`config.mk`:
```
export PLATFORM = sky130hd
export DESIGN_NAME = v2_frame_descrambler_unit
export DESIGN_NICKNAME = d
export VERILOG_FILES = /design/src/rtl/vfd_pkg.sv /design/src/rtl/vfd_track.sv /design/src/rtl/vfd_decode.sv /design/src/rtl/v2_frame_descrambler_unit.sv
export SDC_FILE = /design/constraint.sdc
export NUM_CORES = 1
export LEC_CHECK = 0
export BUFFER_PORTS_ARGS = -buffer_cell sky130_fd_sc_hd__buf_2
export CORE_AREA = 5 5 90 83
export DETAILED_ROUTE_END_ITERATION = 12
export DIE_AREA = 0 0 95 88
export PLACE_DENSITY_LB_ADDON = 0.25
export SKIP_LAST_GASP = 1
export SLEW_MARGIN = 20
export SYNTH_ARGS = -nofsm -noshare
export SYNTH_HDL_FRONTEND = slang
export SYNTH_SLANG_ARGS = --single-unit
```
`constraint.sdc`:
```
create_clock -name aclk -period 11.1 [get_ports aclk]
set_input_delay 2.775 -clock aclk [delete_from_list [all_inputs] [get_ports aclk]]
set_output_delay 2.775 -clock aclk [all_outputs]
set_load 0.03 [all_outputs]
```
`src/rtl/vfd_pkg.sv`:
```
// ----------------------------------------------------------------------------
// vfd_pkg: shared types and constants of the frame descrambler
// Beat payloads, the stage record between tracker and decoder, and the
// per-position offset table.
// ----------------------------------------------------------------------------
package vfd_pkg;

    // Input beat
    typedef struct packed {
        logic [7:0] data_byte;
        logic       frame_start;
        logic       frame_end;
    } vfd_in_t;

    // Output beat
    typedef struct packed {
        logic [7:0] plain_byte;
        logic       last;
    } vfd_out_t;

    // Work record held in the input stage register
    typedef struct packed {
        logic [7:0] data_byte;
        logic       last;
        logic       descramble;
        logic [2:0] slot;
        logic [7:0] key_byte;
        logic [7:0] jump_start;
    } vfd_stage_t;

    localparam int unsigned SCRAMBLED_BYTES = 8;
    localparam int unsigned POS_W           = 4;

    localparam logic [POS_W-1:0] FIRST_POS = 4'd1;
    localparam logic [POS_W-1:0] LAST_POS  = POS_W'(SCRAMBLED_BYTES);
    localparam logic [POS_W-1:0] IDLE_POS  = 4'd9;

    localparam logic [7:0] JUMP_START_RESET = 8'h54;
    localparam logic [7:0] JUMP_SPAN        = 8'h80;
    localparam logic [7:0] OFFSET_BONUS     = 8'h80;

    // Offset by byte position (row) and key mod 4 (column)
    localparam logic [7:0] OFFSET_TABLE [SCRAMBLED_BYTES][4] = '{
        '{8'h45, 8'h1F, 8'h14, 8'h5C},
        '{8'h2B, 8'hC9, 8'hE3, 8'h11},
        '{8'hEE, 8'hDE, 8'h0B, 8'hAA},
        '{8'hAF, 8'h03, 8'h1D, 8'hF3},
        '{8'h1A, 8'hE2, 8'hF0, 8'hD1},
        '{8'h04, 8'hD8, 8'h71, 8'h42},
        '{8'hAF, 8'h04, 8'hDD, 8'h07},
        '{8'hE1, 8'h93, 8'hB8, 8'hE4}
    };

endpackage

```
`src/rtl/vfd_track.sv`:
```
// ----------------------------------------------------------------------------
// vfd_track: frame tracker and input stage register
// Follows frame position and key across beats, holds the jump start
// register, and loads one work record per accepted beat.
// ----------------------------------------------------------------------------
module vfd_track (
    input  logic              aclk,
    input  logic              aresetn,
    input  vfd_pkg::vfd_in_t  in_data,
    input  logic              in_valid,
    input  logic              load_en,
    input  logic              cfg_valid,
    input  logic [7:0]        cfg_data,
    output vfd_pkg::vfd_stage_t stage,
    output logic              stage_valid
);
    import vfd_pkg::*;

    logic [POS_W-1:0] pos_reg, pos_next;
    logic [7:0]       key_reg, key_next;
    logic [7:0]       jump_reg, jump_next;
    vfd_stage_t       stage_reg, stage_next;
    logic             stage_valid_reg, stage_valid_next;
    logic             take;
    logic             in_frame;

    assign take     = in_valid && load_en;
    assign in_frame = (pos_reg >= FIRST_POS) && (pos_reg <= LAST_POS);

    // Advance frame state and build the work record
    always_comb begin
        pos_next         = pos_reg;
        key_next         = key_reg;
        jump_next        = jump_reg;
        stage_next       = stage_reg;
        stage_valid_next = stage_valid_reg;

        if (cfg_valid) begin
            jump_next = cfg_data;
        end

        if (load_en) begin
            stage_valid_next = in_valid;
        end

        if (take) begin
            stage_next.data_byte  = in_data.data_byte;
            stage_next.last       = in_data.frame_end;
            stage_next.key_byte   = key_reg;
            stage_next.jump_start = jump_reg;
            stage_next.slot       = 3'(pos_reg - FIRST_POS);
            stage_next.descramble = 1'b0;
            if (in_data.frame_start) begin
                key_next = in_data.data_byte;
                pos_next = FIRST_POS;
            end else if (in_frame) begin
                stage_next.descramble = 1'b1;
                pos_next              = pos_reg + FIRST_POS;
            end else begin
                pos_next = IDLE_POS;
            end
            if (in_data.frame_end) begin
                pos_next = IDLE_POS;
            end
        end
    end

    // Control state
    always_ff @(posedge aclk) begin
        if (!aresetn) begin
            pos_reg         <= IDLE_POS;
            key_reg         <= '0;
            jump_reg        <= JUMP_START_RESET;
            stage_valid_reg <= 1'b0;
        end else begin
            pos_reg         <= pos_next;
            key_reg         <= key_next;
            jump_reg        <= jump_next;
            stage_valid_reg <= stage_valid_next;
        end
    end

    // Stage payload
    always_ff @(posedge aclk) begin
        stage_reg <= stage_next;
    end

    assign stage       = stage_reg;
    assign stage_valid = stage_valid_reg;

endmodule

```
`src/rtl/vfd_decode.sv`:
```
// ----------------------------------------------------------------------------
// vfd_decode: byte descrambler datapath
// Derives the XOR key from the key nibbles, picks the offset, subtracts it
// and applies the XOR key, or passes the byte through.
// ----------------------------------------------------------------------------
module vfd_decode (
    input  vfd_pkg::vfd_stage_t stage,
    output vfd_pkg::vfd_out_t   result
);
    import vfd_pkg::*;

    logic [3:0] lo_nib, hi_nib;
    logic       bump;
    logic [2:0] rot;
    logic [3:0] xor_hi, xor_lo;
    logic [7:0] xor_key;
    logic       bonus;
    logic [8:0] jump_top;
    logic [7:0] offset;
    logic [7:0] diff;

    // Derive the XOR key from the key byte nibbles
    always_comb begin
        lo_nib  = stage.key_byte[3:0];
        hi_nib  = stage.key_byte[7:4];
        bump    = (lo_nib >= 4'h4);
        rot     = hi_nib[2:0] + {2'b00, bump} + 3'd6;
        xor_hi  = (4'h4 + {1'b0, rot}) ^ 4'h1;
        xor_lo  = (lo_nib + 4'h4) ^ 4'h2;
        xor_key = {xor_hi, xor_lo};
    end

    // Pick the offset, with the bonus inside the jump window
    always_comb begin
        jump_top = {1'b0, stage.jump_start} + {1'b0, JUMP_SPAN};
        bonus    = (stage.jump_start != 8'h00)
                && (stage.key_byte >= stage.jump_start)
                && ({1'b0, stage.key_byte} <= jump_top);
        offset   = OFFSET_TABLE[stage.slot][stage.key_byte[1:0]];
        if (bonus) begin
            offset = offset + OFFSET_BONUS;
        end
    end

    // Subtract and unmask, or pass through
    always_comb begin
        diff        = stage.data_byte - offset;
        result.last = stage.last;
        if (stage.descramble) begin
            result.plain_byte = diff ^ xor_key;
        end else begin
            result.plain_byte = stage.data_byte;
        end
    end

endmodule

```
`src/rtl/v2_frame_descrambler_unit.sv`:
```
// An accepted beat goes through the stage register to the m_data register.
// Throughput: one beat per cycle while m_ready stays high; a stalled result
// blocks the input once the stage register behind it is also full.
// The rate is set by the single input stage register feeding the
// output register through the offset subtract and XOR.
// Reset (aresetn low, synchronous) empties both registers, sets the
// jump start to 0x54, the key to zero and the tracker to pass-through.
// ----------------------------------------------------------------------------
// v2_frame_descrambler_unit: frame descrambler top level
// Input stage via the tracker, descrambler datapath, output register.
// ----------------------------------------------------------------------------
module v2_frame_descrambler_unit (
    input  logic              aclk,
    input  logic              aresetn,
    input  logic              s_valid,
    output logic              s_ready,
    input  vfd_pkg::vfd_in_t  s_data,
    output logic              m_valid,
    input  logic              m_ready,
    output vfd_pkg::vfd_out_t m_data,
    input  logic              cfg_valid,
    output logic              cfg_ready,
    input  logic [7:0]        cfg_data
);
    import vfd_pkg::*;

    vfd_stage_t stage;
    logic       stage_valid;
    vfd_out_t   decoded;
    logic       out_free;
    logic       m_valid_reg, m_valid_next;
    vfd_out_t   m_data_reg, m_data_next;

    // Output slot frees when empty or taken this cycle
    assign out_free  = !m_valid_reg || m_ready;
    assign s_ready   = !stage_valid || out_free;
    assign cfg_ready = 1'b1;

    vfd_track u_track (
        .aclk        (aclk),
        .aresetn     (aresetn),
        .in_data     (s_data),
        .in_valid    (s_valid),
        .load_en     (s_ready),
        .cfg_valid   (cfg_valid),
        .cfg_data    (cfg_data),
        .stage       (stage),
        .stage_valid (stage_valid)
    );

    vfd_decode u_decode (
        .stage  (stage),
        .result (decoded)
    );

    // Load the output register when it frees up
    always_comb begin
        m_valid_next = m_valid_reg;
        m_data_next  = m_data_reg;
        if (out_free) begin
            m_valid_next = stage_valid;
            if (stage_valid) begin
                m_data_next = decoded;
            end
        end
    end

    always_ff @(posedge aclk) begin
        if (!aresetn) begin
            m_valid_reg <= 1'b0;
        end else begin
            m_valid_reg <= m_valid_next;
        end
    end

    always_ff @(posedge aclk) begin
        m_data_reg <= m_data_next;
    end

    assign m_valid = m_valid_reg;
    assign m_data  = m_data_reg;

endmodule

```
; After elaboration in Yosys (flattened, before gate mapping)
; Memories as Yosys holds them, arrays and structs flattened.
; Index checks and enable logic that the tools add are counted.
[totals]
ff_bits = 60
latch_bits = 0
ramBits = 0
mem_bits_ro = 256
input_bits = 23
out_inout_bits = 12
wordCells = 57
n_memories = 1
[op_classes]
add_sub_neg = 9
n_mul = 0
div_mod_pow = 0
order_cmp = 7
eq_ne = 0
shift = 0
muxes = 11
n_bitwise = 5
n_reduce_logical = 11
[memory_table]
columns = name, depth, width, read_ports, rd_clocked_by_memory_dff, wr, line_no
row1 = (no name shown), 8, 32, 1, 0, 0, vfd_decode.sv:39  ; offset = OFFSET_TABLE[stage.slot][stage.key_byte[1:0]];
[op_table]
columns = cell, count
row1 = 2-to-1 mux 32 bit, 2
row2 = 2-to-1 mux 8 bit, 4
row3 = binary-select mux 8 bit (select 2 bit), 1
row4 = 2-to-1 mux 4 bit, 3
row5 = "adder 8 x 8 -> 9 bit, second input constant", 1
row6 = less-or-equal comparator 8 x 9 -> 1 bit, 1
row7 = "adder 8 bit, second input constant", 1
row8 = >= comparator 8 bit, 1
row9 = nonzero test 8 bit, 1
row10 = subtractor 8 bit, 1
row11 = bitwise XOR 8 bit, 1
row12 = "adder 3 x 3 -> 4 bit, first input constant", 1
row13 = "adder 4 x 1 -> 4 bit, second input constant", 1
row14 = "adder 4 x 3 -> 4 bit, second input constant", 1
row15 = ">= comparator 4 x 1 -> 1 bit, second input constant", 1
row16 = ">= comparator 4 x 3 -> 1 bit, second input constant", 1
row17 = ">= comparator 4 bit, second input constant", 1
row18 = "less-or-equal comparator 4 bit, second input constant", 1
row19 = logical AND 1 bit, 4
row20 = NOT 3 -> 4 bit, 1
row21 = AND reduction 2 bit, 2
row22 = adder 3 x 1 -> 3 bit, 1
row23 = "adder 3 bit, second input constant", 1
row24 = ">= comparator 3 bit, second input constant", 1
row25 = other kinds (6), 9

; Depth between registers and ports, before layout
; Gate-level depths: netlist of run 1.
[depth]
word_depth = 12
mapped_depth = 16
ltp_nobuf = 15

; Modules after synthesis
; A second synthesis of run 1 with hierarchy kept.
[unflattened]
hier_cells = 329
hier_area_um2 = 3424.5
[by_module_without_submodules]
columns = mod, n_inst, cells_each, area_per_inst_um2, seq_area_each_um2
row1 = vfd_track, 1, 130, 1826.8, 1291.2
row2 = vfd_decode, 1, 183, 1265.0, 0.0
row3 = v2_frame_descrambler_unit, 1, 16, 332.8, 290.3

; Worst setup path after synthesis of run 1
; OpenSTA, ideal clock, no wires.
[synth_path]
path_kind = in2out
start = input m_ready
end = output s_ready
arrival_time_ns = 3.202
t_required_ns = 8.325
setup_slack_ns = 5.123
stages = 2
path_buffers = 0
cell_sequence = nor2b_1 -> nand2_1
[synth_between]
elab_chain_cells = 2
[synth_lines]
columns = item, line_no
row1 = start: declaration, v2_frame_descrambler_unit.sv:19  ; input logic m_ready,
row2 = logical OR 1 bit, v2_frame_descrambler_unit.sv:35  ; assign out_free = !m_valid_reg || m_ready;
row3 = logical OR 1 bit, v2_frame_descrambler_unit.sv:36  ; assign s_ready = !stage_valid || out_free;
row4 = end: declaration, v2_frame_descrambler_unit.sv:16  ; output logic s_ready,
; No other way between the ends.

; Worst setup path after layout of run 1
; Same ends and word-level chain as after synthesis.

==> impl_metrics.py, run 1 <==
metrics = {
    "clock_network": {
        "cts-resized-gates": 0,
        "cts_root_buf": "clkbuf_8",
        "cts_tree": "yes",
        "cts_buffer_depth": 2,
        "cts_max_level": 3,
        "clkTransAtPathRegs_ns": 0.06,
        "post_cts_buffers": 0,
        "cts_hold_buf": 0,
        "cts_made_buffers": 9,
        "cts_sinks": 60,
        "clock_latency_ns": 0.35,
    },
    "logic_synthesis": {
        "ys_types": 50,
        "synth_seq_area_share_pct": 46.3,
        "synthTopCellsByArea": "edfxtp_1 (33%), dfxtp_1 (13%), ha_1 (11%), xnor2_1 (3.6%), mux2i_1 (3.5%)",
        "synth_compound_gate_area_share_pct": 12.1,
        "synth-simple-area-share_pct": 13.3,
        "synth_top_area_cell": "edfxtp_1",
        "synth_edf_count": 38,
        "synth.area.mux_share_pct": 6.15,
        "syn_inst": 323,
        "yosys_most_used_dff": "edfxtp_1",
        "synth_top_family_by_area": "simple AND/OR/NAND/NOR gates",
        "synth_warnings": 0,
        "avgSynthCellArea_um2": 10.6,
        "synth_xor_xnor_area_share_pct": 5.60,
        "yosys_register_bits": 60,
        "netlist_area_um2": 3420,
        "synth-adder-area-share_pct": 11.2,
        "synth-async-reset-ratio_pct": 0,
        "synth_top_area_share_pct": 33.4,
        "synth_nets": 376,
    },
    "critical_path": {
        "crit_fanout": 4,
        "required_ns": 8.33,
        "rrSetupSlack_ns": 7.15,
        "cp_data_arrival_time_ns": 3.37,
        "crit_top_cell": "buf_2",
        "worstPathCellList": "buf_2 > nor2b_1 > nand2_1 > buf_2",
        "cpPeakStageDelay_ns": 0.21,
        "reg2regPathDepth": 13,
        "critPathKind": "in2out",
        "reg2reg_from": "u_track.stage[16]$_DFFE_PP_",
        "r2r-end": "m_data[8]$_DFFE_PP_",
        "crit_path_start_kind": "primary input",
        "end_kind": "primary output",
        "slowest_stage": "nor2b_1",
    },
    "route": {
        "drtAntennaViolNets": 0,
        "drc": 0,
        "initialDrtViolationCount": 176,
        "wl_per_cell_um": 14.5,
        "wl_um": 6500,
        "via_count": 2393,
        "viasPerCell": 5.34,
        "firstDrtPassIters": 4,
    },
    "job": {
        "max_cap_viol_count": 0,
    },
    "placed_design": {
        "place_congestion": 0.926,
        "post-place-cells": 432,
        "port_buffers": 33,
        "hpwl_um": 4890,
        "pre_cts_ws_ns": 4.96,
    },
    "power_and_ir_drop": {
        "combPwrFrac_pct": 18.3,
        "internal_power_w": 0.000422,
        "p_sw_w": 0.000157,
        "sw_frac_of_total_pct": 27.1,
        "p_leak_nw": 1.58,
        "power_frac_seq_pct": 45.8,
        "power.density_nw_per_um2": 151,
        "ir_worst_vdd_mv": 0.136,
        "pwr-share-clk_pct": 35.9,
    },
    "final_layout": {
        "antenna-diode-count": 0,
        "drive_above_1_share_pct": 16.5,
        "syn2layout_area_growth_pct": 12.1,
        "largest_register_ffs": 29,
        "finish.net_count": 406,
        "final_cells": 448,
    },
    "min_path": {
        "holdPathStages": 0,
        "min_from": "u_track.key_reg[6]$_SDFFE_PN0P_",
        "hold_end": "u_track.stage[14]$_DFFE_PP_",
        "hold_class": "reg2reg",
    },
    "floorplanning": {
        "fp.dieW_um": 95,
        "coreArea_um2": 6450,
        "rows": 28,
        "fp.dieH_um": 88,
        "die_area_um2": 8360,
        "pin_count": 35,
        "initial_core_util_pct": 53.0,
    },
    "timing": {
        "period_needed_ns": 6.15,
        "final_max_slew_viol_count": 0,
        "rsz0062_at_grt": "no",
        "finalHoldViolCount": 0,
        "maxSlewHeadroom_pct": 38.4,
        "tightest_slew_ns": 0.923,
        "fmax_mhz": 163,
        "min_period_over_period_pct": 55.4,
        "finalWorstSetupSlack_ns": 4.95,
        "skew_ns": 0.00907,
        "setup_viol": 0,
        "tns_ns": 0,
    },
    "global_route": {
        "grt_busiest_layer": "met2",
        "grt_use_total_pct": 17.2,
        "grt_pass1_wl_um": 10900,
        "grt_use_met3_pct": 5.50,
        "antenna_found_initial": 0,
        "grtUsageMet2_pct": 26.7,
        "grt_use_met1_pct": 22.6,
        "overflow": 0,
        "grt_pass1_vias": 2289,
        "grt_max_degree": 44,
    },
    "status": {
        "outcome": "completed",
    },
}
==> through the flow <==
stage	util [%]	total power, W	hold WS (ns)	cell area [um^2]
after floorplan	-	0.000352	0.400	3420
after global placement	56.1	0.000372	0.409	3610
after detailed placement	56.1	0.000376	0.416	3610
after CTS	59.4	0.000585	0.437	3830
after global routing	59.4	0.000608	0.444	3830
final	59.4	0.000579	0.435	3830
==> metal layers <==
metal,vias up,part of all wire [%]
li1,1214,-
met1,1099,46
met2,70,47
met3,10,5.8
met4,0,1.2
met5,-,0
==> power by group through the flow <==
stage / registers [W] / logic (W) / clock network, W
after floorplan: 0.000269 / 0.0000830 / 0
after global placement: 0.000270 / 0.000102 / 0
after detailed placement: 0.000270 / 0.000106 / 0
after CTS: 0.000265 / 0.000107 / 0.000213
after global routing: 0.000267 / 0.000118 / 0.000223
final: 0.000265 / 0.000106 / 0.000208
==> final cells by class <==
type,instances,area [um^2]
clock buffer,10,149
tap,90,113
fill,572,2620
multi-input combinational,223,1660
timing repair buffer,33,165
clock inverter,6,65.1
sequential,60,1580
inverter,26,97.6
==> synth_stat cells, types with 2 or more instances <==
| master | n |
|---|---|
| edfxtp_1 | 38 |
| nand2_1 | 32 |
| ha_1 | 29 |
| inv_1 | 23 |
| dfxtp_1 | 22 |
| nand3_1 | 18 |
| nor2_1 | 16 |
| nor2b_1 | 15 |
| a21oi_1 | 14 |
| xnor2_1 | 14 |
| mux2i_1 | 12 |
| o21ai_1 | 10 |
| a21boi_1 | 9 |
| clkbuf_1 | 9 |
| a211oi_1 | 3 |
| a311oi_1 | 3 |
| a31oi_1 | 3 |
| inv_2 | 3 |
| mux4_2 | 3 |
| nand2b_1 | 3 |
| o211ai_1 | 3 |
| o22ai_1 | 3 |
| a21o_1 | 2 |
| and2_1 | 2 |
| buf_4 | 2 |
| buf_6 | 2 |
| mux2_2 | 2 |
| nor3_1 | 2 |
| nor4_1 | 2 |
| o21a_1 | 2 |
| o21ai_0 | 2 |
| xor2_1 | 2 |
==> worst max-delay path by stage <==
| stage | start | depth (start not counted) | to | slack [ns] |
|---|---|---|---|---|
| after CTS | m_ready | 4 | s_ready | 4.95 |
| after floorplan | m_ready | 2 | s_ready | 5.12 |
| after global routing | m_ready | 4 | s_ready | 4.90 |
| final | m_ready | 4 | s_ready | 4.95 |
| after detailed placement | m_ready | 4 | s_ready | 4.96 |
| after global placement | m_ready | 4 | s_ready | 4.98 |
==> cells in the final DEF (no fill, tap or decap), drive strengths merged, types with 3 or more instances in the layout <==
| master | n |
|---|---|
| a211oi | 3 |
| a21boi | 9 |
| a21oi | 14 |
| a311oi | 3 |
| a31oi | 3 |
| and2 | 3 |
| buf | 33 |
| clkbuf | 10 |
| dfxtp | 22 |
| edfxtp | 38 |
| ha | 29 |
| inv | 30 |
| mux2i | 12 |
| mux4 | 3 |
| nand2 | 32 |
| nand2b | 3 |
| nand3 | 18 |
| nor2 | 16 |
| nor2b | 15 |
| o211ai | 3 |
| o21ai | 12 |
| o22ai | 3 |
| xnor2 | 15 |
==> critical path, delay by kind of cell <==
kind                   cells  cell delay, ns
and+or+nand+nor            2            0.31
buffers and inverters      2            0.27
==> cells by family (layout without fill, tap and decap cells) <==
group                      Yosys count  in the layout
muxes                               17             17
other                                1              1
and+or+nand+nor                     95             95
AOI/OAI and AO/OA                   62             62
buffers and inverters               40             75
DFF                                 60             60
xor gates and xnor gates            18             18
adders and majority gates           30             30
No activity file was read; power rests on OpenSTA's default activity.
==> run 2: changes to the inputs <==
Settings changed: CORE_AREA 5 5 90 83 to 5 5 91 85, DIE_AREA 0 0 95 88 to 0 0 96 90.
Clock period 11.1 ns to 5.3 ns, I/O delays scaled along.
==> impl_metrics.py, run 2 (synthesized netlist as in run 1, its figures left out) <==
metrics = {
    "status": {
        "outcome": "completed",
    },
    "route": {
        "initialDrtViolationCount": 127,
        "wl_um": 6660,
        "firstDrtPassIters": 5,
        "drc": 0,
        "wl_per_cell_um": 14.8,
        "via_count": 2401,
        "drtAntennaViolNets": 0,
        "viasPerCell": 5.32,
    },
    "placed_design": {
        "hpwl_um": 4890,
        "place_area_um2": 3620,
        "pre_cts_ws_ns": 1.48,
        "place_congestion": 0.878,
        "port_buffers": 33,
    },
    "timing": {
        "fmax_mhz": 260,
        "min_period_over_period_pct": 72.6,
        "period_needed_ns": 3.85,
        "tightest_slew_ns": 0.953,
        "finalWorstSetupSlack_ns": 1.45,
        "final_max_slew_viol_count": 0,
        "setup_viol": 0,
        "rsz0062_at_grt": "no",
        "finalHoldViolCount": 0,
        "tns_ns": 0,
        "hold_ws_ns": 0.429,
        "maxSlewHeadroom_pct": 36.3,
        "skew_ns": 0.00798,
    },
    "global_route": {
        "grt_pass1_wl_um": 11200,
        "grt_max_degree": 44,
        "grt_use_total_pct": 16.8,
        "overflow": 0,
        "antenna_found_initial": 0,
        "grt_pass1_vias": 2335,
    },
    "job": {
        "max_cap_viol_count": 0,
    },
    "clock_network": {
        "post_cts_buffers": 0,
        "cts-resized-gates": 0,
        "cts_hold_buf": 0,
        "cts_sinks": 60,
        "cts_buffer_depth": 2,
        "cts_made_buffers": 9,
        "cts_max_level": 3,
        "clkTransAtPathRegs_ns": 0.07,
        "cts_tree": "yes",
        "clock_latency_ns": 0.34,
        "cts_root_buf": "clkbuf_8",
    },
    "final_layout": {
        "antenna-diode-count": 0,
        "drive_above_1_share_pct": 15.6,
        "design_area_um2": 3820,
        "final_cell_mix": "edfxtp_1 (38), buf_2 (33), nand2_1 (32), ha_1 (29), inv_1 (23)",
        "fillers": 613,
        "regArea_um2": 1580,
        "syn2layout_area_growth_pct": 11.9,
        "multi_input_area_um2": 1660,
        "mostFrequentLayoutCell": "edfxtp_1",
        "finish.net_count": 406,
        "largest_register_ffs": 29,
    },
    "floorplanning": {
        "fp.dieW_um": 96,
        "coreArea_um2": 6750,
        "die_area_um2": 8640,
        "fp.dieH_um": 90,
        "rows": 29,
        "pin_count": 35,
        "initial_core_util_pct": 50.6,
    },
    "critical_path": {
        "critPathKind": "reg2reg",
        "cp_data_arrival_time_ns": 3.95,
        "reg2regPathDepth": 13,
        "required_ns": 5.40,
        "end_kind": "flip-flop",
        "crit_fanout": 9,
        "crit_path_start_kind": "flip-flop",
    },
    "power_and_ir_drop": {
        "totalPowerFinal_w": 0.00120,
        "ir_worst_vdd_mv": 0.197,
        "power.density_nw_per_um2": 314,
        "p_leak_nw": 1.57,
    },
    "min_path": {
        "hold_class": "reg2reg",
        "holdPathStages": 0,
    },
}
[run 2: cell count changes in the layout (fill, tap and decap cells not counted), sizes merged]
cell	before	now
clkinvlp	0	1
clkinv	1	2
inv	30	26
clkbuf	10	12
[run 2: worst paths after layout]
kind	start	to	slack, ns
setup reg to reg	u_track.stage[16]$_DFFE_PP_	m_data[8]$_DFFE_PP_	1.45
hold reg to reg	u_track.key_reg[2]$_SDFFE_PN0P_	u_track.stage[10]$_DFFE_PP_	0.43
hold / removal	u_track.key_reg[2]$_SDFFE_PN0P_	u_track.stage[10]$_DFFE_PP_	0.43
setup / recovery	u_track.stage[16]$_DFFE_PP_	m_data[8]$_DFFE_PP_	1.45
[run 2: metal layers]
layer | track usage, % | routed length [um] | vias to the layer above | part of all wire (%)
met3 | 5.76 | 451 | 8 | 6.8
met1 | 23.2 | 3120 | 1107 | 47
li1 | - | - | 1209 | -
met4 | 5.45 | 97 | 0 | 1.5
met2 | 24.5 | 2990 | 77 | 45
met5 | 0 | 0 | - | 0
[run 2: through the flow]
step / utilization, % / instances
after CTS: 56.6 / 451
after global placement: 53.6 / 435
after detailed placement: 53.6 / 435
after floorplan: - / 323
after global routing: 56.6 / 451
final: 56.6 / 451
[run 2: worst max-delay path: stages (launching register included)]
cell	delay, ns
edfxtp_1	0.54
inv_1	0.19
ha_1	0.41
mux4_2	0.48
mux2i_1	0.27
inv_1	0.08
ha_1	0.27
nor2b_1	0.15
o2111ai_1	0.19
nand3_1	0.13
o41a_1	0.32
xor3_1	0.37
nand2_1	0.06
xnor2_1	0.14
[run 2: report_power, final]
part           internal (W)  switching [W]  leakage, nW
combinational      0.000105       0.000116        0.917
sequential         0.000530      0.0000247        0.552
clock              0.000244       0.000179       0.0992
[run 2: cell type report]
| class | instances | area share [%] |
|---|---|---|
| inverters | 26 | 2.55 |
| multi-input cells | 223 | 43.4 |
| well taps | 93 | 3.05 |
| clock buffers | 12 | 4.09 |
| repair buffers | 33 | 4.32 |
| flip-flops and latches | 60 | 41.4 |
| clock inverters | 4 | 1.21 |
==> run 3: changes to the inputs <==
Clock period 5.3 ns to 3.5 ns, I/O delays scaled along.
==> impl_metrics.py, run 3 (synthesized netlist as in run 1, its figures left out) <==
metrics = {
    "status": {
        "outcome": "completed",
    },
    "power_and_ir_drop": {
        "p_leak_nw": 1.62,
        "totalPowerFinal_w": 0.00182,
        "ir_worst_vdd_mv": 0.290,
        "power.density_nw_per_um2": 466,
    },
    "critical_path": {
        "cp.depth": 13,
        "path_delay_family": "multiplexers",
        "crit_top_cell": "ha_1",
        "critPathKind": "reg2reg",
        "critical_path_buf_inv_count": 2,
        "end_kind": "flip-flop",
        "cpPeakStageDelay_ns": 0.45,
        "worstPathCellList": "buf_4 > ha_1 > mux4_2 > mux2i_1 > inv_1 > ha_1 > nor2b_1 > o2111ai_1 > nand3_1 > o41a_1 > xor3_1 > nand2_1 > xnor2_1",
        "required_ns": 3.59,
        "slowest_stage": "mux4_2",
        "cp_data_arrival_time_ns": 3.42,
        "reg2regPathDepth": 13,
        "crit_fanout": 8,
        "crit_path_start_kind": "flip-flop",
    },
    "final_layout": {
        "largest_register_ffs": 29,
        "final_cell_mix": "edfxtp_1 (38), buf_2 (33), nand2_1 (32), ha_1 (29), inv_1 (23)",
        "drive_above_1_share_pct": 18.5,
        "antenna-diode-count": 0,
        "final_cells": 461,
        "mostFrequentLayoutCell": "edfxtp_1",
        "syn2layout_area_growth_pct": 14.2,
        "design_area_um2": 3900,
        "finish.net_count": 416,
    },
    "floorplanning": {
        "initial_core_util_pct": 50.6,
        "fp.dieH_um": 90,
        "pin_count": 35,
        "rows": 29,
        "coreArea_um2": 6750,
        "die_area_um2": 8640,
        "fp.dieW_um": 96,
    },
    "clock_network": {
        "cts_tree": "yes",
        "clkTransAtPathRegs_ns": 0.07,
        "clock_latency_ns": 0.34,
        "post_cts_buffers": 0,
        "cts_max_level": 3,
        "cts_sinks": 60,
        "cts-resized-gates": 0,
        "cts_buffer_depth": 2,
        "cts_root_buf": "clkbuf_8",
        "cts_made_buffers": 9,
        "cts_hold_buf": 0,
    },
    "timing": {
        "tightest_slew_ns": 0.926,
        "rsz0062_at_grt": "no",
        "min_period_over_period_pct": 95.3,
        "setup_viol": 0,
        "maxSlewHeadroom_pct": 38.1,
        "period_needed_ns": 3.33,
        "finalHoldViolCount": 0,
        "tns_ns": 0,
        "final_max_slew_viol_count": 0,
        "fmax_mhz": 300,
        "finalWorstSetupSlack_ns": 0.165,
        "skew_ns": 0.00670,
    },
    "route": {
        "initialDrtViolationCount": 134,
        "firstDrtPassIters": 5,
        "drtAntennaViolNets": 0,
        "wl_per_cell_um": 14.2,
        "drc": 0,
        "wl_um": 6530,
        "via_count": 2414,
        "viasPerCell": 5.24,
    },
    "global_route": {
        "overflow": 0,
        "grt_pass1_vias": 2349,
        "grt_use_total_pct": 16.5,
        "grt_max_degree": 44,
        "antenna_found_initial": 0,
        "grt_pass1_wl_um": 11000,
    },
    "placed_design": {
        "place_area_um2": 3690,
        "place_congestion": 0.877,
        "post-place-cells": 445,
        "pre_cts_ws_ns": 0.166,
        "hpwl_um": 4850,
        "port_buffers": 33,
    },
    "min_path": {
        "holdPathStages": 0,
        "hold_class": "reg2reg",
    },
    "job": {
        "max_cap_viol_count": 0,
    },
}
-- run 3: cell type report --
type                            count  area, um^2
Tap cell                           93         116
Clock buffer                       14         194
Clock inverter                      2        13.8
Timing Repair Buffer               43         240
Sequential cell                    60        1580
Inverter                           26        97.6
Fill cell                         591        2850
Multi-Input combinational cell    223        1660
-- run 3: routing by layer --
layer  vias up  global-route usage (%)  wire length (um)  share of wire (%)
met5         -                       0                 0                  0
met4         0                    5.57                90                1.4
met3         8                    5.26               418                6.4
met2        80                    23.2              2900                 44
met1      1094                    23.8              3120                 48
li1       1232                       -                 -                  -
-- run 3: metrics by stage --
stage                     hold slack (ns)  util, %
final                               0.425     57.8
after global routing                0.440     57.8
after CTS                           0.430     57.8
after detailed placement            0.417     54.7
after global placement              0.405     54.7
after floorplan                     0.400        -
-- run 3: path summary, 6_finish.rpt --
path,startpoint,to,slack [ns]
setup / recovery,u_track.stage[16]$_DFFE_PP_,m_data[8]$_DFFE_PP_,0.17
hold / removal,u_track.stage[20]$_DFFE_PP_,m_data[0]$_DFFE_PP_,0.42
setup reg to reg,u_track.stage[16]$_DFFE_PP_,m_data[8]$_DFFE_PP_,0.17
hold reg to reg,u_track.stage[20]$_DFFE_PP_,m_data[0]$_DFFE_PP_,0.42
-- run 3: power breakdown --
part | switching [W] | internal (W)
Combinational | 0.000186 | 0.000168
Sequential | 0.0000280 | 0.000802
Clock | 0.000273 | 0.000359
-- run 3: worst register-to-register path: stages (launching register included) --
cell and delay, ns:
edfxtp_1 0.38, buf_4 0.18, ha_1 0.23, mux4_2 0.45, mux2i_1 0.19, inv_1 0.07, ha_1 0.26, nor2b_1 0.14
o2111ai_1 0.17, nand3_1 0.11, o41a_1 0.32, xor3_1 0.37, nand2_1 0.06, xnor2_1 0.15
